File: src/rtl/ssw_pkg.sv
// Shared types and constants for the SMBIOS structure walker.
`timescale 1ns / 1ps
package ssw_pkg;

	localparam int OFFSET_BITS = 16;
	localparam int FIELD_OFS_W = 16;
	localparam int EXT_W       = (OFFSET_BITS > FIELD_OFS_W) ? OFFSET_BITS : FIELD_OFS_W;
	localparam int CNT_W       = 16;
	localparam int CNT_XW      = CNT_W + 1;
	localparam int Q_DEPTH     = 2;
	localparam int Q_AW        = (Q_DEPTH > 1) ? $clog2(Q_DEPTH) : 1;
	localparam int Q_CW        = $clog2(Q_DEPTH + 1);
	localparam int CFG_IDX_W   = 3;
	localparam int CFG_DATA_W  = 16;

	localparam logic [7:0] MIN_HEADER = 8'd4;

	localparam logic [CFG_IDX_W-1:0] CFG_TARGET_TYPE  = 3'd0;
	localparam logic [CFG_IDX_W-1:0] CFG_IGNORE_TYPE  = 3'd1;
	localparam logic [CFG_IDX_W-1:0] CFG_SKIP_FIRST   = 3'd2;
	localparam logic [CFG_IDX_W-1:0] CFG_START_OFFSET = 3'd3;
	localparam logic [CFG_IDX_W-1:0] CFG_TABLE_LENGTH = 3'd4;

	typedef logic [OFFSET_BITS-1:0] offset_t;

	typedef enum logic [1:0] {
		PH_TYPE,
		PH_LEN,
		PH_FORMATTED,
		PH_STRINGS
	} ssw_phase_t;

	typedef struct packed {
		logic [7:0]  target_type;
		logic        ignore_type;
		logic        skip_first;
		logic [15:0] start_offset;
		logic [15:0] table_length;
	} ssw_cfg_t;

	// one classified byte travelling from front to back
	typedef struct packed {
		logic [7:0] data;
		logic       first;
		logic       in_table;
		logic       is_zero;
		logic       is_short;
		offset_t    here;
	} ssw_item_t;

endpackage

File: src/rtl/ssw_front.sv
// Front end: accepts bytes, tracks the table offset and classifies each byte.
`timescale 1ns / 1ps
module ssw_front (
	input  logic                 clk,
	input  logic                 arst_n,
	input  logic                 in_valid,
	output logic                 in_ready,
	input  logic [7:0]           data_byte,
	input  logic                 first_byte,
	input  ssw_pkg::ssw_cfg_t    cfg,
	output logic                 push_valid,
	input  logic                 push_ready,
	output ssw_pkg::ssw_item_t   push_item
);
	import ssw_pkg::*;

	offset_t offset_q;
	offset_t base;
	offset_t bump;
	logic    accept;

	assign in_ready   = push_ready;
	assign push_valid = in_valid;
	assign accept     = in_valid && push_ready;

	// a new walk restarts counting at the configured start offset
	assign base = first_byte ? OFFSET_BITS'(cfg.start_offset) : offset_q;
	assign bump = (base == '1) ? base : base + 1'b1;

	always_comb begin
		push_item.data     = data_byte;
		push_item.first    = first_byte;
		push_item.in_table = EXT_W'(base) < EXT_W'(cfg.table_length);
		push_item.is_zero  = (data_byte == 8'd0);
		push_item.is_short = (data_byte < MIN_HEADER);
		push_item.here     = base;
	end

	always_ff @(posedge clk or negedge arst_n) begin
		if (!arst_n) begin
			offset_q <= '0;
		end else if (accept) begin
			offset_q <= bump;
		end
	end

endmodule

File: src/rtl/ssw_queue.sv
// Small first-word-fall-through queue between front and back.
`timescale 1ns / 1ps
module ssw_queue (
	input  logic                 clk,
	input  logic                 arst_n,
	input  logic                 push_valid,
	output logic                 push_ready,
	input  ssw_pkg::ssw_item_t   push_item,
	output logic                 pop_valid,
	input  logic                 pop_ready,
	output ssw_pkg::ssw_item_t   pop_item
);
	import ssw_pkg::*;

	ssw_item_t           mem_q [Q_DEPTH];
	logic [Q_AW-1:0]     wr_ptr_q;
	logic [Q_AW-1:0]     rd_ptr_q;
	logic [Q_CW-1:0]     count_q;
	logic                push;
	logic                pop;

	assign push_ready = (count_q != Q_CW'(Q_DEPTH));
	assign pop_valid  = (count_q != '0);
	assign pop_item   = mem_q[rd_ptr_q];
	assign push       = push_valid && push_ready;
	assign pop        = pop_valid && pop_ready;

	always_ff @(posedge clk) begin
		if (push) begin
			mem_q[wr_ptr_q] <= push_item;
		end
	end

	always_ff @(posedge clk or negedge arst_n) begin
		if (!arst_n) begin
			wr_ptr_q <= '0;
			rd_ptr_q <= '0;
			count_q  <= '0;
		end else begin
			if (push) begin
				wr_ptr_q <= (wr_ptr_q == Q_AW'(Q_DEPTH - 1)) ? '0 : wr_ptr_q + 1'b1;
			end
			if (pop) begin
				rd_ptr_q <= (rd_ptr_q == Q_AW'(Q_DEPTH - 1)) ? '0 : rd_ptr_q + 1'b1;
			end
			case ({push, pop})
				2'b10:   count_q <= count_q + 1'b1;
				2'b01:   count_q <= count_q - 1'b1;
				default: count_q <= count_q;
			endcase
		end
	end

endmodule

File: src/rtl/ssw_back.sv
// Back end: structure parse state machine and output register.
`timescale 1ns / 1ps
module ssw_back (
	input  logic                 clk,
	input  logic                 arst_n,
	input  logic                 pop_valid,
	output logic                 pop_ready,
	input  ssw_pkg::ssw_item_t   item,
	input  ssw_pkg::ssw_cfg_t    cfg,
	output logic                 out_valid,
	input  logic                 out_ready,
	output logic [7:0]           struct_type,
	output logic [15:0]          struct_offset,
	output logic [15:0]          struct_size,
	output logic                 type_matched,
	output logic                 short_header
);
	import ssw_pkg::*;

	ssw_phase_t        phase_q, n_phase;
	offset_t           start_q, n_start;
	logic [7:0]        fl_q, n_fl;
	logic [CNT_W-1:0]  bytes_q, n_bytes, bytes_inc;
	logic [7:0]        type_q, n_type;
	logic              lwz_q, n_lwz;
	logic              skip_q, n_skip;
	logic              short_q, n_short;
	logic              emit;
	logic              match;
	logic              pop;
	logic              out_valid_q;
	logic [EXT_W-1:0]  start_ext;

	assign pop       = pop_valid && pop_ready;
	assign pop_ready = !out_valid_q || out_ready;
	assign out_valid = out_valid_q;
	assign bytes_inc = (bytes_q == '1) ? bytes_q : bytes_q + 1'b1;
	assign start_ext = EXT_W'(start_q);

	always_comb begin
		n_phase = phase_q;
		n_start = start_q;
		n_fl    = fl_q;
		n_bytes = bytes_q;
		n_type  = type_q;
		n_lwz   = lwz_q;
		n_skip  = skip_q;
		n_short = short_q;
		emit    = 1'b0;
		match   = 1'b0;
		if (item.first) begin
			n_phase = PH_TYPE;
			n_start = '0;
			n_fl    = '0;
			n_bytes = '0;
			n_type  = '0;
			n_lwz   = 1'b0;
			n_short = 1'b0;
			n_skip  = cfg.skip_first;
		end
		// bytes past the table end leave the parse untouched, though a first byte still restarts it
		if (item.in_table) begin
			case (n_phase)
				PH_TYPE: begin
					n_type  = item.data;
					n_start = item.here;
					n_bytes = CNT_W'(1);
					n_phase = PH_LEN;
				end
				PH_LEN: begin
					n_short = item.is_short;
					n_fl    = item.is_short ? MIN_HEADER : item.data;
					n_bytes = CNT_W'(2);
					n_phase = PH_FORMATTED;
				end
				PH_FORMATTED: begin
					if (({1'b0, bytes_q} + CNT_XW'(1)) >= CNT_XW'(fl_q)) begin
						n_phase = PH_STRINGS;
						n_lwz   = 1'b0;
					end
					n_bytes = bytes_inc;
				end
				PH_STRINGS: begin
					if (item.is_zero && lwz_q) begin
						emit    = 1'b1;
						match   = (cfg.ignore_type || type_q == cfg.target_type) && !skip_q;
						n_skip  = 1'b0;
						n_phase = PH_TYPE;
						n_start = '0;
						n_fl    = '0;
						n_bytes = '0;
						n_type  = '0;
						n_lwz   = 1'b0;
						n_short = 1'b0;
					end else begin
						n_lwz   = item.is_zero;
						n_bytes = bytes_inc;
					end
				end
				default: begin
					n_phase = PH_TYPE;
				end
			endcase
		end
	end

	always_ff @(posedge clk or negedge arst_n) begin
		if (!arst_n) begin
			phase_q <= PH_TYPE;
			start_q <= '0;
			fl_q    <= '0;
			bytes_q <= '0;
			type_q  <= '0;
			lwz_q   <= 1'b0;
			skip_q  <= 1'b0;
			short_q <= 1'b0;
		end else if (pop) begin
			phase_q <= n_phase;
			start_q <= n_start;
			fl_q    <= n_fl;
			bytes_q <= n_bytes;
			type_q  <= n_type;
			lwz_q   <= n_lwz;
			skip_q  <= n_skip;
			short_q <= n_short;
		end
	end

	always_ff @(posedge clk or negedge arst_n) begin
		if (!arst_n) begin
			out_valid_q <= 1'b0;
		end else if (pop && emit) begin
			out_valid_q <= 1'b1;
		end else if (out_ready) begin
			out_valid_q <= 1'b0;
		end
	end

	always_ff @(posedge clk) begin
		if (pop && emit) begin
			struct_type   <= type_q;
			struct_offset <= start_ext[FIELD_OFS_W-1:0];
			struct_size   <= bytes_q;
			type_matched  <= match;
			short_header  <= short_q;
		end
	end

endmodule

File: src/rtl/smbios_structure_walker_unit.sv
// Top level of the SMBIOS structure walker: config registers, front, queue, back.
`timescale 1ns / 1ps
// Usage:
//   Input channel (in_valid/in_ready) takes one table byte per transaction with
//   first_byte marking the start of a walk. Output channel (out_valid/out_ready)
//   delivers one transaction per structure, when the second zero of its
//   terminating zero pair arrives.
//   Config channel (cfg_valid/cfg_ready, cfg_index, cfg_data) is always ready;
//   write registers only while the block is idle.
//   Throughput: one byte per cycle while no result is held, set by the parse state
//   machine in the back end, which handles each byte as it is popped. Path: the
//   accepting edge writes the byte that ends the structure into the queue; the back
//   end then pops it and parses it into the output register, which raises out_valid.
//   Stall: while out_valid is held without out_ready the back end stops
//   popping; the two-entry queue fills and then in_ready drops.
//   Reset: control registers clear (not queue storage or output fields), the parse
//   waits for a type byte at offset zero and no structure is skipped. No clearing pass is needed.
module smbios_structure_walker_unit (
	input  logic                              clk,
	input  logic                              arst_n,
	input  logic                              in_valid,
	output logic                              in_ready,
	input  logic [7:0]                        data_byte,
	input  logic                              first_byte,
	output logic                              out_valid,
	input  logic                              out_ready,
	output logic [7:0]                        struct_type,
	output logic [15:0]                       struct_offset,
	output logic [15:0]                       struct_size,
	output logic                              type_matched,
	output logic                              short_header,
	input  logic                              cfg_valid,
	output logic                              cfg_ready,
	input  logic [ssw_pkg::CFG_IDX_W-1:0]     cfg_index,
	input  logic [ssw_pkg::CFG_DATA_W-1:0]    cfg_data
);
	import ssw_pkg::*;

	ssw_cfg_t  cfg_q;
	ssw_item_t push_item;
	ssw_item_t pop_item;
	logic      push_valid;
	logic      push_ready;
	logic      pop_valid;
	logic      pop_ready;

	assign cfg_ready = 1'b1;

	always_ff @(posedge clk or negedge arst_n) begin
		if (!arst_n) begin
			cfg_q <= '0;
		end else if (cfg_valid && cfg_ready) begin
			case (cfg_index)
				CFG_TARGET_TYPE:  cfg_q.target_type  <= cfg_data[7:0];
				CFG_IGNORE_TYPE:  cfg_q.ignore_type  <= cfg_data[0];
				CFG_SKIP_FIRST:   cfg_q.skip_first   <= cfg_data[0];
				CFG_START_OFFSET: cfg_q.start_offset <= cfg_data[15:0];
				CFG_TABLE_LENGTH: cfg_q.table_length <= cfg_data[15:0];
				default:          cfg_q <= cfg_q;
			endcase
		end
	end

	ssw_front u_front (
		.clk        (clk),
		.arst_n     (arst_n),
		.in_valid   (in_valid),
		.in_ready   (in_ready),
		.data_byte  (data_byte),
		.first_byte (first_byte),
		.cfg        (cfg_q),
		.push_valid (push_valid),
		.push_ready (push_ready),
		.push_item  (push_item)
	);

	ssw_queue u_queue (
		.clk        (clk),
		.arst_n     (arst_n),
		.push_valid (push_valid),
		.push_ready (push_ready),
		.push_item  (push_item),
		.pop_valid  (pop_valid),
		.pop_ready  (pop_ready),
		.pop_item   (pop_item)
	);

	ssw_back u_back (
		.clk           (clk),
		.arst_n        (arst_n),
		.pop_valid     (pop_valid),
		.pop_ready     (pop_ready),
		.item          (pop_item),
		.cfg           (cfg_q),
		.out_valid     (out_valid),
		.out_ready     (out_ready),
		.struct_type   (struct_type),
		.struct_offset (struct_offset),
		.struct_size   (struct_size),
		.type_matched  (type_matched),
		.short_header  (short_header)
	);

`ifndef ASSERT_OFF
	// a full queue is never empty
	a_full_not_empty: assert property (@(posedge clk) disable iff (!arst_n)
		!in_ready |-> pop_valid)
		else $error("queue refuses input while empty");

	// back end holds while a result is pending
	a_back_stalls: assert property (@(posedge clk) disable iff (!arst_n)
		(out_valid && !out_ready) |-> !pop_ready)
		else $error("back end advanced while output stalled");

	// every structure has at least a 4-byte header and a zero before the pair end
	a_min_size: assert property (@(posedge clk) disable iff (!arst_n)
		out_valid |-> (struct_size >= 16'd5))
		else $error("structure size below minimum");
`endif

endmodule

File: config.mk
export PLATFORM = sky130hd
export DESIGN_NAME = smbios_structure_walker_unit
export DESIGN_NICKNAME = d
export VERILOG_FILES = /design/src/rtl/ssw_pkg.sv /design/src/rtl/ssw_front.sv /design/src/rtl/ssw_queue.sv /design/src/rtl/ssw_back.sv /design/src/rtl/smbios_structure_walker_unit.sv
export SDC_FILE = /design/constraint.sdc
export NUM_CORES = 1
export LEC_CHECK = 0
export ABC_AREA = 1
export BUFFER_PORTS_ARGS = -buffer_cell sky130_fd_sc_hd__buf_2
export CAP_MARGIN = 5
export CORE_ASPECT_RATIO = 0.9
export CORE_MARGIN = 3
export CORE_UTILIZATION = 40
export CTS_CLUSTER_SIZE = 12
export DETAILED_ROUTE_END_ITERATION = 8
export GPL_TIMING_DRIVEN = 0
export HOLD_SLACK_MARGIN = 0.02
export PLACE_DENSITY = 0.61
export SLEW_MARGIN = 20
export SYNTH_ARGS = -nofsm -noshare
export SYNTH_HDL_FRONTEND = slang
export SYNTH_HIERARCHICAL = 1
export SYNTH_SLANG_ARGS = --single-unit
File: constraint.sdc
create_clock -name clk -period 3.56 [get_ports clk]
set_clock_uncertainty 0.05 [all_clocks]
set_input_delay 0 -clock clk [delete_from_list [all_inputs] [get_ports clk]]
set_output_delay 0 -clock clk [all_outputs]
set_load 0.05 [all_outputs]
==> metrics <==
total power=~9200 µW; # diodes=0; dpl ws=between 0.7 and 0.8 ns; Hold Fails Final Rpt=0; status=complete, no violations; clk_lat worst skew=0.51 ns; pin count of the biggest net entering global routing=between 60 and 70; Syn Nets=1238; cell taking the most area after synthesis=edfxtp_1; Mapped Area=10410 µm²; reg2reg setup slack=roughly 0.76 ns; die height=between 150 and 200 µm; count leader, synth=nand2_1; vias per cell=4.836; I/O pin cnt=78; Starting Density=0.4102; Slew HR=0.2592; Final HPWL DP=around 18000 µm; CTS clk-pin slew, worst paths=roughly 0.06 ns; CP peak stage delay=0.42 ns; Die ar.=28010 µm²; cells along the critical path=buf_2, nand2_1, nand2_1, inv_1, nand2_1, inv_1, ha_1, inv_1, nor3_1, inv_1, nor2_4, buf_12; crit path launch type=flip-flop; IO Port Bufs=between 70 and 80; Die Wd=around 180 µm; Post-CTS Setup Inserts=0; Placer Congestion=between 0.8 and 0.9; CTS tree=built; setup TNS=0 ns; initial antenna violation count=0; first-pass GRT wire length=41320 µm; maximum clock frequency=around 360 MHz; clock tree buffer depth=3; Starting DRT DRC Count=668; synthesized flop and latch total=about 210; Top delay family on crit path=simple AND/OR/NAND/NOR gates; top_reg_cell synth=dfrtp_1; area added between synthesis and finish=22.24%; vias in the first global route=roughly 7700; CTS buffer count=24; CP Buf/Inv Count=6; Critical Path Most Common Cell=inv_1; Final Slew Violations=0; H-tree depth=1; synth top area cells=edfxtp_1, dfrtp_1, nand2_1; Syn Inst Count=1174; routed vias=about 8000; Cell Pwr Density=just over 700 nW/µm²; Lkg Pwr=roughly 0.0060 µW; placed cell areas=approximately 11000 µm²; final setup margin=between 0.7 and 0.8 ns; Final min period=~2.8 ns; worst path required time=~3.7 ns; Residual DRC=0; ANT nets after route=0; Root Buffer=clkbuf_16; Post-Route WL=approximately 25000 µm; cell area after layout=~13000 µm²; Worst Path Max Fanout=29; max_cap viols=0; EDFF count, synth=around 100; Crit-path slowest cell=nor2_4; drt wl/cell=between 10 and 15 µm; CP arrival=just under 3 ns; unrepaired setup endpoints after global routing=no; layout cells sized above 1=0.1452; cts repair resizes=0; asr flop ratio synth=0.5421; core area=approximately 25000 µm²; # clock sinks=between 200 and 250; cts hold-fix bufs=between 50 and 60; TritonRoute pass-1 iters=5; WS Path Type=flip-flop to flip-flop; top post-synthesis cells by count=nand2_1, dfrtp_1, inv_1; fin nets=~1400; fraction of the cycle the final worst path needs=0.7856; Final setup viols=0; Distinct cells, synth=38; Worst Tran Pin Value=~1.1 ns; GRT overflow=0; Crit. End Element=flip-flop; top cell type's share of synthesized area=0.2826; Peak VDD IR=between 300 and 400 µV; Post-Syn Area per Cell=a little under 9 µm²; worst hold path class=input pin to flip-flop; Ys Warns=6; fill count=2393; # rows=55; register area share after synthesis=0.5613; total track usage=0.1826
[cells by family (layout without fill, tap and decap cells)]
group | Yosys count | count (layout) | synth area share
buf+inv | 165 | 348 | 0.07160
compound gates | 76 | 76 | 0.04096
simple gates | 673 | 673 | 0.2761
fa+ha+maj | 31 | 31 | 0.03724
xor+xnor | 14 | 14 | 0.01249
flops | 214 | 214 | 0.5613
other cells | 1 | 1 | 0.0003601
[placed cells by master (no fill, tap or decap), drive strengths merged, types with 20 or more instances in the layout]
master,count
nand2,434
inv,123
buf,117
dfrtp,116
nand3,110
edfxtp,98
nor2,95
dlygate4sd3,58
clkbuf,45
o21ai,33
ha,31
a21oi,20
[path summary, 6_finish.rpt]
path                                      start                  endpoint  cells after the start
max in group asynchronous                arst_n                 cfg_q[22]                      4
hold reg to reg            u_back/start_ext[11]  u_back/struct_offset[11]                      0
min in group asynchronous                arst_n        u_back/bytes_q[11]                      4
setup reg to reg               u_queue/rd_ptr_q   u_back/struct_offset[8]                     12
hold / removal                     cfg_data[11]                 cfg_q[11]                      4
setup / recovery               u_queue/rd_ptr_q   u_back/struct_offset[8]                     12
[routing by layer]
| layer | vias up | global-route usage | routed length (µm) |
|---|---|---|---|
| met5 | - | 0 | 0 |
| met4 | 0 | 0.03886 | 437 |
| met3 | 31 | 0.02837 | 1738 |
| met2 | 242 | 0.2722 | 10900 |
| met1 | 3815 | 0.2816 | 12320 |
| li1 | 4129 | - | - |
[worst register-to-register path, cell delays in order, from the launching register on]
cell,delay (ns)
dfrtp_1,0.41
buf_2,0.22
nand2_1,0.10
nand2_1,0.09
inv_1,0.10
nand2_1,0.15
inv_1,0.15
ha_1,0.18
inv_1,0.06
nor3_1,0.19
inv_1,0.10
nor2_4,0.42
buf_12,0.27
[area by class of cell]
type / instances / area [µm²] / area share
Sequential cell: 214 / 5846 / 0.4592
Multi-Input combinational cell: 795 / 3844 / 0.3019
Timing Repair Buffer: 139 / 1090 / 0.08560
Clock buffer: 39 / 716.9 / 0.05631
Inverter: 123 / 461.7 / 0.03627
Tap cell: 342 / 427.9 / 0.03361
Buffer: 42 / 284.0 / 0.02231
Clock inverter: 5 / 61.31 / 0.004816
[registers in the layout (all words and copies together), names as in the netlist, 16 cells and up]
| name | count |
|---|---|
| u_back/struct_offset | 16 |
| u_back/start_ext | 16 |
| u_back/struct_size | 16 |
| u_front/offset_q | 16 |
| cfg_q | 42 |
| u_queue/mem_q | 56 |
| u_back/bytes_q | 16 |
[through the flow]
step	std cells	hold slack (ns)	util
6_report	1699	0.2284	0.5014
5_1_grt	1699	0.2615	0.5014
4_1_cts	1699	0.2067	0.5014
3_5_place_dp	1596	-0.05828	0.4468
3_3_place_gp	1592	0.1708	0.4421
2_1_floorplan	1174	-0.3456	-
[report_power, final]
| group | internal (µW) | switching (µW) |
|---|---|---|
| clock network | 1450 | 957 |
| logic | 1050 | 2170 |
| registers | 3270 | 351 |
| total | 5770 | 3480 |
No activity file was read; power rests on OpenSTA's default activity.
